**src/rtl/sdasc_pkg.sv**
```systemverilog
// Package: widths, character codes, controller states and control/status bundles.
package sdasc_pkg;

  // Width of the signed input value
  localparam int VALUE_BITS = 32;

  // Conversion runs four magnitude bits per cycle
  localparam int STEPS  = (VALUE_BITS + 3) / 4;
  localparam int PAD_W  = STEPS * 4;
  localparam int STEP_W = (STEPS > 1) ? $clog2(STEPS) : 1;

  // Decimal digits needed for the magnitude: floor(bits * log10(2)) + 1
  localparam int NUM_DIGITS = (VALUE_BITS * 30103) / 100000 + 1;
  localparam int BCD_W      = NUM_DIGITS * 4;
  localparam int IDX_W      = (NUM_DIGITS > 1) ? $clog2(NUM_DIGITS) : 1;

  // ASCII codes
  localparam logic [7:0] CH_ZERO  = 8'd48;
  localparam logic [7:0] CH_MINUS = 8'd45;

  typedef logic [NUM_DIGITS-1:0][3:0] bcd_t;

  typedef enum logic [4:0] {
    ST_IDLE  = 5'b00001,
    ST_CONV  = 5'b00010,
    ST_FIND  = 5'b00100,
    ST_SIGN  = 5'b01000,
    ST_DIGIT = 5'b10000
  } state_t;

  // Controller -> datapath commands
  typedef struct packed {
    logic load;      // capture value, form magnitude, clear BCD
    logic step;      // one four-bit shift-add-3 step
    logic find;      // locate the leading nonzero digit
    logic dec;       // move to the next lower digit
    logic sel_sign;  // present '-' on the output
  } cmd_t;

  // Datapath -> controller status
  typedef struct packed {
    logic neg;       // captured value was negative
    logic idx_zero;  // digit pointer at least significant digit
  } sts_t;

endpackage

```
**src/rtl/sdasc_in_if.sv**
```systemverilog
// Stream interfaces: signed value in, ASCII character out.
interface sdasc_in_if import sdasc_pkg::*; ();
  logic                         valid;
  logic                         ready;
  logic signed [VALUE_BITS-1:0] value;

  modport source (output valid, output value, input ready);
  modport sink   (input valid, input value, output ready);
endinterface

interface sdasc_out_if import sdasc_pkg::*; ();
  logic       valid;
  logic       ready;
  logic [7:0] char_code;
  logic       last_char;

  modport source (output valid, output char_code, output last_char, input ready);
  modport sink   (input valid, input char_code, input last_char, output ready);
endinterface

```
**src/rtl/sdasc_datapath.sv**
```systemverilog
// Datapath: magnitude shift register, BCD double-dabble register, digit pointer.
module sdasc_datapath import sdasc_pkg::*; (
  input  logic                         clk,
  input  cmd_t                         cmd,
  input  logic signed [VALUE_BITS-1:0] value,
  output sts_t                         sts,
  output logic [7:0]                   char_code,
  output logic                         last_char
);

  logic [PAD_W-1:0] mag_r;
  bcd_t             bcd_r;
  logic [IDX_W-1:0] idx_r;
  logic             neg_r;

  logic             neg_in;
  logic [VALUE_BITS-1:0] mag_in;
  logic [IDX_W-1:0] lead;

  // Four shift-add-3 iterations, most significant bit first
  function automatic bcd_t dabble4(input bcd_t bcd, input logic [3:0] bits);
    bcd_t             acc;
    logic [BCD_W-1:0] flat;
    acc = bcd;
    for (int b = 3; b >= 0; b--) begin
      for (int d = 0; d < NUM_DIGITS; d++) begin
        if (acc[d] >= 4'd5) acc[d] = acc[d] + 4'd3;
      end
      flat = acc;
      acc  = {flat[BCD_W-2:0], bits[b]};
    end
    return acc;
  endfunction

  // Magnitude; the most negative value wraps to its exact unsigned magnitude
  assign neg_in = value[VALUE_BITS-1];
  assign mag_in = neg_in ? VALUE_BITS'(-value) : VALUE_BITS'(value);

  // Highest nonzero digit, zero when all digits are zero
  always_comb begin
    lead = '0;
    for (int d = 0; d < NUM_DIGITS; d++) begin
      if (bcd_r[d] != 4'd0) lead = IDX_W'(d);
    end
  end

  always_ff @(posedge clk) begin
    if (cmd.load) begin
      mag_r <= PAD_W'(mag_in);
      neg_r <= neg_in;
      bcd_r <= '0;
    end else if (cmd.step) begin
      mag_r <= mag_r << 4;
      bcd_r <= dabble4(bcd_r, mag_r[PAD_W-1 -: 4]);
    end
    if (cmd.find) begin
      idx_r <= lead;
    end else if (cmd.dec) begin
      idx_r <= idx_r - IDX_W'(1);
    end
  end

  // Output character
  assign char_code = cmd.sel_sign ? CH_MINUS : (CH_ZERO + {4'b0000, bcd_r[idx_r]});
  assign last_char = !cmd.sel_sign && (idx_r == '0);

  assign sts.neg      = neg_r;
  assign sts.idx_zero = (idx_r == '0);

endmodule

```
**src/rtl/sdasc_ctrl.sv**
```systemverilog
// Controller: sequences load, conversion steps, leading-digit search and emission.
module sdasc_ctrl import sdasc_pkg::*; (
  input  logic clk,
  input  logic rst_n,
  input  logic in_valid,
  output logic in_ready,
  output logic out_valid,
  input  logic out_ready,
  input  sts_t sts,
  output cmd_t cmd
);

  state_t            state_r, state_nxt;
  logic [STEP_W-1:0] cnt_r, cnt_nxt;

  // Next state and commands
  always_comb begin
    state_nxt = state_r;
    cnt_nxt   = cnt_r;
    cmd       = '0;
    in_ready  = 1'b0;
    out_valid = 1'b0;
    case (state_r)
      ST_IDLE: begin
        in_ready = 1'b1;
        if (in_valid) begin
          cmd.load  = 1'b1;
          cnt_nxt   = '0;
          state_nxt = ST_CONV;
        end
      end
      ST_CONV: begin
        cmd.step = 1'b1;
        cnt_nxt  = cnt_r + STEP_W'(1);
        if (cnt_r == STEP_W'(STEPS - 1)) state_nxt = ST_FIND;
      end
      ST_FIND: begin
        cmd.find  = 1'b1;
        state_nxt = sts.neg ? ST_SIGN : ST_DIGIT;
      end
      ST_SIGN: begin
        out_valid    = 1'b1;
        cmd.sel_sign = 1'b1;
        if (out_ready) state_nxt = ST_DIGIT;
      end
      ST_DIGIT: begin
        out_valid = 1'b1;
        if (out_ready) begin
          if (sts.idx_zero) state_nxt = ST_IDLE;
          else              cmd.dec   = 1'b1;
        end
      end
      default: state_nxt = ST_IDLE;
    endcase
  end

  always_ff @(posedge clk) begin
    if (!rst_n) begin
      state_r <= ST_IDLE;
      cnt_r   <= '0;
    end else begin
      state_r <= state_nxt;
      cnt_r   <= cnt_nxt;
    end
  end

`ifndef SYNTHESIS
  // One item at a time: never take input while characters are pending
  a_no_overlap: assert property (@(posedge clk) disable iff (!rst_n)
    in_ready |-> !out_valid) else $error("input taken while output pending");

  // An accepted beat always starts the conversion
  a_load_conv: assert property (@(posedge clk) disable iff (!rst_n)
    (in_valid && in_ready) |=> (state_r == ST_CONV && cnt_r == '0))
    else $error("accept did not start conversion");

  // Conversion moves to the leading-digit search after its final step
  a_conv_len: assert property (@(posedge clk) disable iff (!rst_n)
    (state_r == ST_CONV && cnt_r == STEP_W'(STEPS - 1)) |=> state_r == ST_FIND)
    else $error("conversion length wrong");

  // The final digit beat returns the block to idle
  a_last_idle: assert property (@(posedge clk) disable iff (!rst_n)
    (state_r == ST_DIGIT && out_ready && sts.idx_zero) |=> state_r == ST_IDLE)
    else $error("last character did not end the item");
`endif

endmodule

```
**src/rtl/signed_int_to_decimal_ascii_core.sv**
```systemverilog
// Top level: signed integer to decimal ASCII text converter.
//
// in_stream carries one signed VALUE_BITS-bit value per beat (valid/ready).
// out_stream returns its decimal text, one ASCII character per beat, most
// significant first: '-' for a negative value, then the digits without
// leading zeros; zero gives a single '0'. last_char marks the final beat.
// The most negative value converts exactly.
// Each item passes through an accept, the conversion steps (the shift-add-3
// register takes four magnitude bits per cycle), a search for the leading
// digit, then one beat per character, for 1 to 11 characters at 32 bits. The
// next value is accepted once the last character beat has been taken.
// A stalled receiver holds the current character and its flag steady; the
// converter waits with it. Synchronous active-low reset returns the block
// to idle and ready for input; no character is in flight after reset.
module signed_int_to_decimal_ascii_core import sdasc_pkg::*; (
  input  logic          clk,
  input  logic          rst_n,
  sdasc_in_if.sink      in_stream,
  sdasc_out_if.source   out_stream
);

  cmd_t cmd;
  sts_t sts;
  logic in_ready;
  logic out_valid;

  sdasc_ctrl u_ctrl (
    .clk       (clk),
    .rst_n     (rst_n),
    .in_valid  (in_stream.valid),
    .in_ready  (in_ready),
    .out_valid (out_valid),
    .out_ready (out_stream.ready),
    .sts       (sts),
    .cmd       (cmd)
  );

  sdasc_datapath u_dp (
    .clk       (clk),
    .cmd       (cmd),
    .value     (in_stream.value),
    .sts       (sts),
    .char_code (out_stream.char_code),
    .last_char (out_stream.last_char)
  );

  assign in_stream.ready  = in_ready;
  assign out_stream.valid = out_valid;

endmodule
```
**src/flat_wrapper.sv**
```systemverilog
// flat-port wrapper written by rule: the top's interface ports become plain ports
module signed_int_to_decimal_ascii_core_flat import sdasc_pkg::*;
  (clk, rst_n, in_stream_valid, in_stream_value, in_stream_ready, out_stream_valid, out_stream_char_code, out_stream_last_char, out_stream_ready);
  sdasc_in_if in_stream_i ();
  sdasc_out_if out_stream_i ();
  input  logic clk;
  input  logic rst_n;
  input wire logic [$bits(in_stream_i.valid)-1:0] in_stream_valid;
  input wire logic [$bits(in_stream_i.value)-1:0] in_stream_value;
  output wire logic [$bits(in_stream_i.ready)-1:0] in_stream_ready;
  output wire logic [$bits(out_stream_i.valid)-1:0] out_stream_valid;
  output wire logic [$bits(out_stream_i.char_code)-1:0] out_stream_char_code;
  output wire logic [$bits(out_stream_i.last_char)-1:0] out_stream_last_char;
  input wire logic [$bits(out_stream_i.ready)-1:0] out_stream_ready;
  assign in_stream_i.valid = in_stream_valid;
  assign in_stream_i.value = in_stream_value;
  assign in_stream_ready = in_stream_i.ready;
  assign out_stream_valid = out_stream_i.valid;
  assign out_stream_char_code = out_stream_i.char_code;
  assign out_stream_last_char = out_stream_i.last_char;
  assign out_stream_i.ready = out_stream_ready;
  signed_int_to_decimal_ascii_core u_core (.clk(clk), .rst_n(rst_n), .in_stream(in_stream_i), .out_stream(out_stream_i));
endmodule
```
**config.mk**
```make
export PLATFORM = sky130hd
export DESIGN_NAME = signed_int_to_decimal_ascii_core_flat
export DESIGN_NICKNAME = d
export VERILOG_FILES = /design/src/rtl/sdasc_pkg.sv /design/src/rtl/sdasc_in_if.sv /design/src/rtl/sdasc_datapath.sv /design/src/rtl/sdasc_ctrl.sv /design/src/rtl/signed_int_to_decimal_ascii_core.sv /design/src/flat_wrapper.sv
export SDC_FILE = /design/constraint.sdc
export NUM_CORES = 1
export LEC_CHECK = 0
export ABC_AREA = 1
export BUFFER_PORTS_ARGS = -buffer_cell sky130_fd_sc_hd__buf_2
export CAP_MARGIN = 20
export CORE_ASPECT_RATIO = 0.5
export CORE_UTILIZATION = 38
export CTS_CLUSTER_SIZE = 12
export DETAILED_ROUTE_END_ITERATION = 6
export SYNTH_ARGS = -nofsm -noshare
export SYNTH_HDL_FRONTEND = slang
export SYNTH_SLANG_ARGS = --single-unit
```
**constraint.sdc**
```tcl
create_clock -name clk -period 4.6 [get_ports clk]
set_input_delay 0.69 -clock clk [delete_from_list [all_inputs] [get_ports clk]]
set_output_delay 0.69 -clock clk [all_outputs]
set_load 0.02 [all_outputs]
```
* Word-level counts from Yosys, hierarchy flattened
Index checks and enable logic that the tools add are counted.
** Storage, ports and cells
- Register bits after elaboration :: 85
- Input port bits :: 36
** Cells by class
- Reductions and logical operators :: 18
- Magnitude comparators :: 41
- Equality and inequality tests :: 11
- Add/subtract/negate cells :: 44
- Mux-type cells :: 136
** Operator list (number)
- $mux 4 :: 100
- $ge 4x3->1 const B :: 40
- $add 4x2->4 const B :: 36
- $mux 32 :: 3
- $reduce_bool 4->1 :: 9
- $mux 3 :: 11
- $neg 32->32 :: 1
- $mux 5 :: 6
- $pmux 5 s5 :: 1
- $bmux 4 s4 :: 1
- $add 3x2->3 const B :: 4
- $mux 1 :: 11
- $ne 2x2->1 const B :: 4
- $add 6x4->7 const A :: 1
- $mux 7 :: 1
- $pmux 3 s2 :: 1
- $reduce_bool 2->1 :: 3
- $eq 5x1->1 const B :: 1
- $eq 5x2->1 const B :: 1
- $eq 5x3->1 const B :: 1
- $eq 5x4->1 const B :: 1
- $eq 5x5->1 const B :: 1
- $lt 4x5->1 const B :: 1
- $reduce_and 5->1 :: 1
- 10 further kinds :: 10

* Logic depth before layout (Yosys ltp)
- Word-level depth :: 14
- Mapped depth :: 29
- Depth with buffers taken out :: 29

* Modules after synthesis
Synthesis repeated with hierarchy kept, for this count alone.
** Unflattened totals
- Cells, all modules :: 1326
- Area, all modules :: 8466.9 sq um
** Modules (own cells, without submodules)
- sdasc_datapath :: times used 1, area each 7970.1 sq um, cells each 1251
- sdasc_ctrl :: times used 1, area each 496.7 sq um, cells each 75

* Least setup slack after synthesis
No wires, ideal clock.
- Kind :: flip-flop to flip-flop
- Start point :: reg u_core.u_ctrl.state_r[2]
- End point :: reg u_core.u_dp.mag_r[0], enable pin
- Slack :: 1.402 ns
- Stages on the path, launching flop included :: 7
- Period minus slack after synthesis :: 3.198 ns
- Arrival :: 2.789 ns
- Path buffers :: 1
- Required time :: 4.191 ns
- Cells stage by stage :: dfxtp_1 nor2_1 inv_1 nor4_1 nand2_1 nand2_1 buf_1
** Between the ends
- Word-level cells in the longest chain between the ends :: 3
- Elaborated cells between the ends (all ways) :: 5
- Classes of those cells :: eq/ne: 2; mux: 2; reduce/logical: 1
** Ends and longest elaborated chain
- start: declaration :: line sdasc_ctrl.sv:13 : state_t state_r, state_nxt;
- start signal: assignment :: line sdasc_ctrl.sv:62 : state_r <= state_nxt;
- $eq 5x2->1 / $eq 5x1->1 (equally long branches) :: line sdasc_ctrl.sv:23 : case (state_r)
- $mux 1 :: line sdasc_ctrl.sv:23
- $reduce_bool 2->1 (no source line) *
- end signal: assignment :: line sdasc_datapath.sv:49 : mag_r <= PAD_W'(mag_in);
- end signal: assignment :: line sdasc_datapath.sv:53 : mag_r <= mag_r << 4;
- end: declaration :: line sdasc_datapath.sv:11 : logic [PAD_W-1:0] mag_r;
Every way passes the cells marked *; elsewhere a longest branch is shown, timed or not.
A chain may end at the register's enable or synchronous reset.

* Worst setup path in the final report
- Start point :: reg u_core.u_dp.bcd_r[33] (netlist bit)
- End point :: reg u_core.u_dp.bcd_r[37] (netlist bit)
** Between the ends
- Word-level cells in the longest chain between the ends :: 14
- Elaborated cells between the ends (all ways) :: 28
- Classes of those cells :: add/sub: 6; order compare: 6; mux: 16
** Ends and longest elaborated chain
- start: declaration :: line sdasc_datapath.sv:12 : bcd_t bcd_r;
- start signal: assignment :: line sdasc_datapath.sv:54 : bcd_r <= dabble4(bcd_r, mag_r[PAD_W-1 -: 4]);
- $add 4x2->4 / $ge 4x3->1 (equally long branches) :: line sdasc_datapath.sv:27 : if (acc[d] >= 4'd5) acc[d] = acc[d] + 4'd3;
- $mux 4 * :: line sdasc_datapath.sv:27
- $mux 4 * :: line sdasc_datapath.sv:52 : end else if (cmd.step) begin
- $mux 4 * :: line sdasc_datapath.sv:48 : if (cmd.load) begin
- $add 4x2->4, or another cell as far along :: line sdasc_datapath.sv:27
- $mux 4 / $mux 3 (equally long branches) :: line sdasc_datapath.sv:27
- $mux 4 / $mux 3 (equally long branches) :: line sdasc_datapath.sv:52
- $mux 4 / $mux 3 (equally long branches) :: line sdasc_datapath.sv:48
- $add 4x2->4, or another cell as far along :: line sdasc_datapath.sv:27
- $mux 4 / $mux 3 (equally long branches) :: line sdasc_datapath.sv:27
- $mux 4 / $mux 3 (equally long branches) :: line sdasc_datapath.sv:52
- $mux 4 / $mux 3 (equally long branches) :: line sdasc_datapath.sv:48
- $ge 4x3->1 / $add 3x2->3 (equally long branches) :: line sdasc_datapath.sv:27
- $mux 3 * :: line sdasc_datapath.sv:27
Every way passes the cells marked *; elsewhere a longest branch is shown, timed or not. The select of a mux whose other input is x is not followed.

==> qor.tcl <==
set qor(hold_path.class) {reg -> reg}
set qor(holdPathStages) 2
set qor(ys_ff_latch) 85
set qor(first_global_vias) 7719
set qor(layout.cells.most_common) {sky130_fd_sc_hd__nand2_1}
set qor(design.core.area_um2) 21000
set qor(worst_tran_pin_value_ps) 714
set qor(drt_pass1_iterations) 5
set qor(cell_total_after_placement) 1634
set qor(postSynthAreaPerCell_um2) 6.28
set qor(timing.rr.start) {u_core.u_dp.bcd_r[33]}
set qor(use_met2) 0.328
set qor(setup_violations) 0
set qor(globalRouteTotalUtil) 0.185
set qor(detailroute.via_count) 8285
set qor(dominantRegCellSynth) {sky130_fd_sc_hd__dfxtp_1}
set qor(drt-total-wl_um) 20100
set qor(power.switching_fraction) 0.507
set qor(synth_edf_count) 37
set qor(p_leak_nw) 5.01
set qor(comb_power_share) 0.600
set qor(cts_tree) {yes}
set qor(clock_sinks) 85
set qor(grt_max_degree) 56
set qor(clockRootBuffer) {sky130_fd_sc_hd__clkbuf_16}
set qor(critical-path-top-cell-by-count) {sky130_fd_sc_hd__nand2_1}
set qor(reg2regPathDepth) 27
set qor(critPathMaxFanout) 5
set qor(worstSkewPairLatency_ps) 340
set qor(setup-tns-final_ps) 0
set qor(timing.reg2reg.setup_slack_ps) 1140
set qor(muxShareOfSynthArea) 0
set qor(outcome) {finished, final reports clean}
set qor(synth_top_family_by_area) {simple AND/OR/NAND/NOR gates}
set qor(critical-path-top-delay-family) {simple AND/OR/NAND/NOR gates}
set qor(arrival_ps) 3690
set qor(setup.worst_path.start_class) {flop}
set qor(timing.final.crit_share) 0.752
set qor(ios) 47
set qor(max_slew_headroom) 0.524
set qor(synth_seq_area_share) 0.250
set qor(synth-async-reset-ratio) 0
set qor(drv_cap) 0
set qor(number_of_library_cell_types_mapped_by_synthesis) 45
set qor(area_growth_pct) 9.55
set qor(instances_no_fill) 1650
set qor(cts_hold_buf) 0
set qor(grt_setup_unrepaired) {no}
set qor(start_util) 0.396
set qor(fmax_mhz) 289
set qor(mostFrequentLayoutCells) {sky130_fd_sc_hd__nand2_1 (386), sky130_fd_sc_hd__inv_1 (193), sky130_fd_sc_hd__nand3_1 (141), sky130_fd_sc_hd__o21ai_0 (89), sky130_fd_sc_hd__nor2_1 (61)}
set qor(synthSimpleGateAreaFrac) 0.430
set qor(grtUsageMet1) 0.240
set qor(finClkSkew_ps) 9.89
set qor(wl_per_cell_um) 12.2
set qor(std_cell_rows) 37
set qor(cts_resized) 0
set qor(clock_power_share) 0.149
set qor(critPathMaxStageDelay_ps) 330
set qor(synth_cells) 1321
set qor(syn-cell-area_um2) 8300
set qor(yosys_warnings) 0
set qor(post_drt_via_cell_ratio) 5.02
set qor(gr-usage-met3) 0.0260
set qor(internal_power_mw) 2.35
set qor(dieArea_um2) 22500
set qor(critPathBufInv) 5
set qor(power.share.sequential) 0.250
set qor(chipWidth_um) 211
set qor(clk_buf_depth) 2
set qor(power_density_nw_per_um2) 524
set qor(globalplace.congestion) 0.814
set qor(synthXorXnorAreaFrac) 0.0327
set qor(htree_num_levels) 3
set qor(synth-compound-area-share) 0.126
set qor(hp-start) {u_core.u_dp.mag_r[28]}
set qor(cts_buffers) 9
set qor(grt_antenna_before_repair) 0
set qor(drive_above_1_share) 0.139
set qor(placement.io_buffers) 43
set qor(route.antenna.remaining_nets) 0
set qor(drt_iter0_markers) 472
set qor(switchingPower_mw) 2.41
set qor(antenna_cells_inserted) 0
set qor(dp.final_hpwl_um) 15500
set qor(worst_setup_path_end_kind) {flop}
set qor(finalPower_mw) 4.76
set qor(grt_pass1_wl_um) 34600
set qor(final_critical_path_time_including_i_o_delays_and_setup_ps) 3460
set qor(drc) 0
set qor(grt_busiest_layer) {met2}
set qor(reg2reg_to) {u_core.u_dp.bcd_r[37]}
set qor(vdd.ir_drop.worst_mv) 0.234
set qor(min_delay_worst_endpoint) {u_core.u_dp.bcd_r[0]}
set qor(worst-endpoint-required_ps) 4830
set qor(crit_type) {reg -> reg}
set qor(die_h_um) 106
set qor(clk_pin_slew_worst_paths_ps) 70
set qor(filler_cell_count) 2141
set qor(timing.final.hold_violations) 0
set qor(cpMaxStageDelayCell) {sky130_fd_sc_hd__dfxtp_1}
set qor(layout.nets) 1425
set qor(grt_remaining_overflow) 0
set qor(timing.final.max_slew_violations) 0
set qor(cts_setup_buffers) 0
set qor(post_synth_fa_ha_maj_area_fraction) 0.0543
-- worst min-delay path, stage by stage, from the launching register on --
cell and delay [ps]:
sky130_fd_sc_hd__edfxtp_1 320, sky130_fd_sc_hd__nand2_1 50, sky130_fd_sc_hd__o21ai_0 50
-- through the flow --
step / cell area, µm² / hold slack (ps) / setup WS [ps] / util
detailed placement: 8800 / 452 / 1220 / 0.420
CTS: 9090 / 459 / 1180 / 0.433
finish: 9090 / 452 / 1140 / 0.433
global placement: 8800 / 428 / 1460 / 0.420
global route: 9090 / 478 / 711 / 0.433
floorplan: 8300 / 422 / 1400 / -
-- cells by family (layout without fill, tap and decap cells) --
| group | Yosys count | count (layout) |
|---|---|---|
| and+or+nand+nor | 752 | 752 |
| buffers and inverters | 231 | 267 |
| AOI/OAI and AO/OA | 184 | 184 |
| DFF | 85 | 85 |
| adders and majority gates | 36 | 36 |
| xor gates and xnor gates | 31 | 31 |
| other | 2 | 3 |
-- how the worst max path moves through the flow --
stage | cells past startpoint | slack [ps] | startpoint | to
3_5_place_dp | 27 | 1220 | u_core.u_dp.bcd_r[33] | u_core.u_dp.bcd_r[37]
2_1_floorplan | 6 | 1400 | u_core.u_ctrl.state_r[2] | u_core.u_dp.mag_r[0]
5_1_grt | 27 | 710 | u_core.u_dp.bcd_r[33] | u_core.u_dp.bcd_r[39]
6_report | 27 | 1140 | u_core.u_dp.bcd_r[33] | u_core.u_dp.bcd_r[37]
4_1_cts | 27 | 1180 | u_core.u_dp.bcd_r[33] | u_core.u_dp.bcd_r[37]
3_3_place_gp | 27 | 1460 | u_core.u_dp.bcd_r[33] | u_core.u_dp.bcd_r[37]
-- synth_stat cells (all sizes together) (9+ instances only) --
master / instances / area (µm²)
a21oi: 37 / 185
clkbuf: 20 / 75.1
dfxtp: 48 / 961
edfxtp: 37 / 1110
ha: 36 / 450
inv: 203 / 762
nand2: 452 / 1890
nand3: 169 / 986
nand4: 36 / 225
nor2: 64 / 253
nor3: 10 / 70.1
nor4: 9 / 62.6
o21ai: 115 / 632
o22ai: 10 / 62.6
xnor2: 13 / 114
xor2: 18 / 158
-- metal layers --
metal | part of all wire | up-vias
li1 | - | 4392
met1 | 0.48 | 3731
met2 | 0.47 | 141
met3 | 0.040 | 21
met4 | 0.011 | 0
met5 | 0 | -
-- power by group through the flow --
| stage | Sequential, mW | Combinational, mW | Clock, mW |
|---|---|---|---|
| floorplan | 1.16 | 2.29 | 0 |
| global placement | 1.21 | 2.78 | 0 |
| detailed placement | 1.21 | 2.85 | 0 |
| CTS | 1.19 | 2.87 | 0.726 |
| global route | 1.22 | 3.31 | 0.758 |
| finish | 1.19 | 2.86 | 0.711 |
-- state kept, by name (all words and copies together) (netlist names) --
| signal | flops |
|---|---|
| u_core.u_dp.bcd_r | 40 |
| u_core.u_dp.mag_r | 32 |
| u_core.u_ctrl.state_r | 5 |
| u_core.u_dp.idx_r | 4 |
| u_core.u_ctrl.cnt_r | 3 |
| u_core.u_dp.neg_r | 1 |
-- final cells by class --
class / instances / area [µm²] / share of cell area
multi-input combinational: 1006 / 5360 / 0.590
clock buffer: 10 / 229 / 0.0252
timing repair buffer: 46 / 238 / 0.0262
tap: 292 / 365 / 0.0402
inverter: 205 / 769 / 0.0847
clock inverter: 6 / 53.8 / 0.00592
sequential: 85 / 2070 / 0.228
Note: power is estimated with default switching activity, not from simulation.
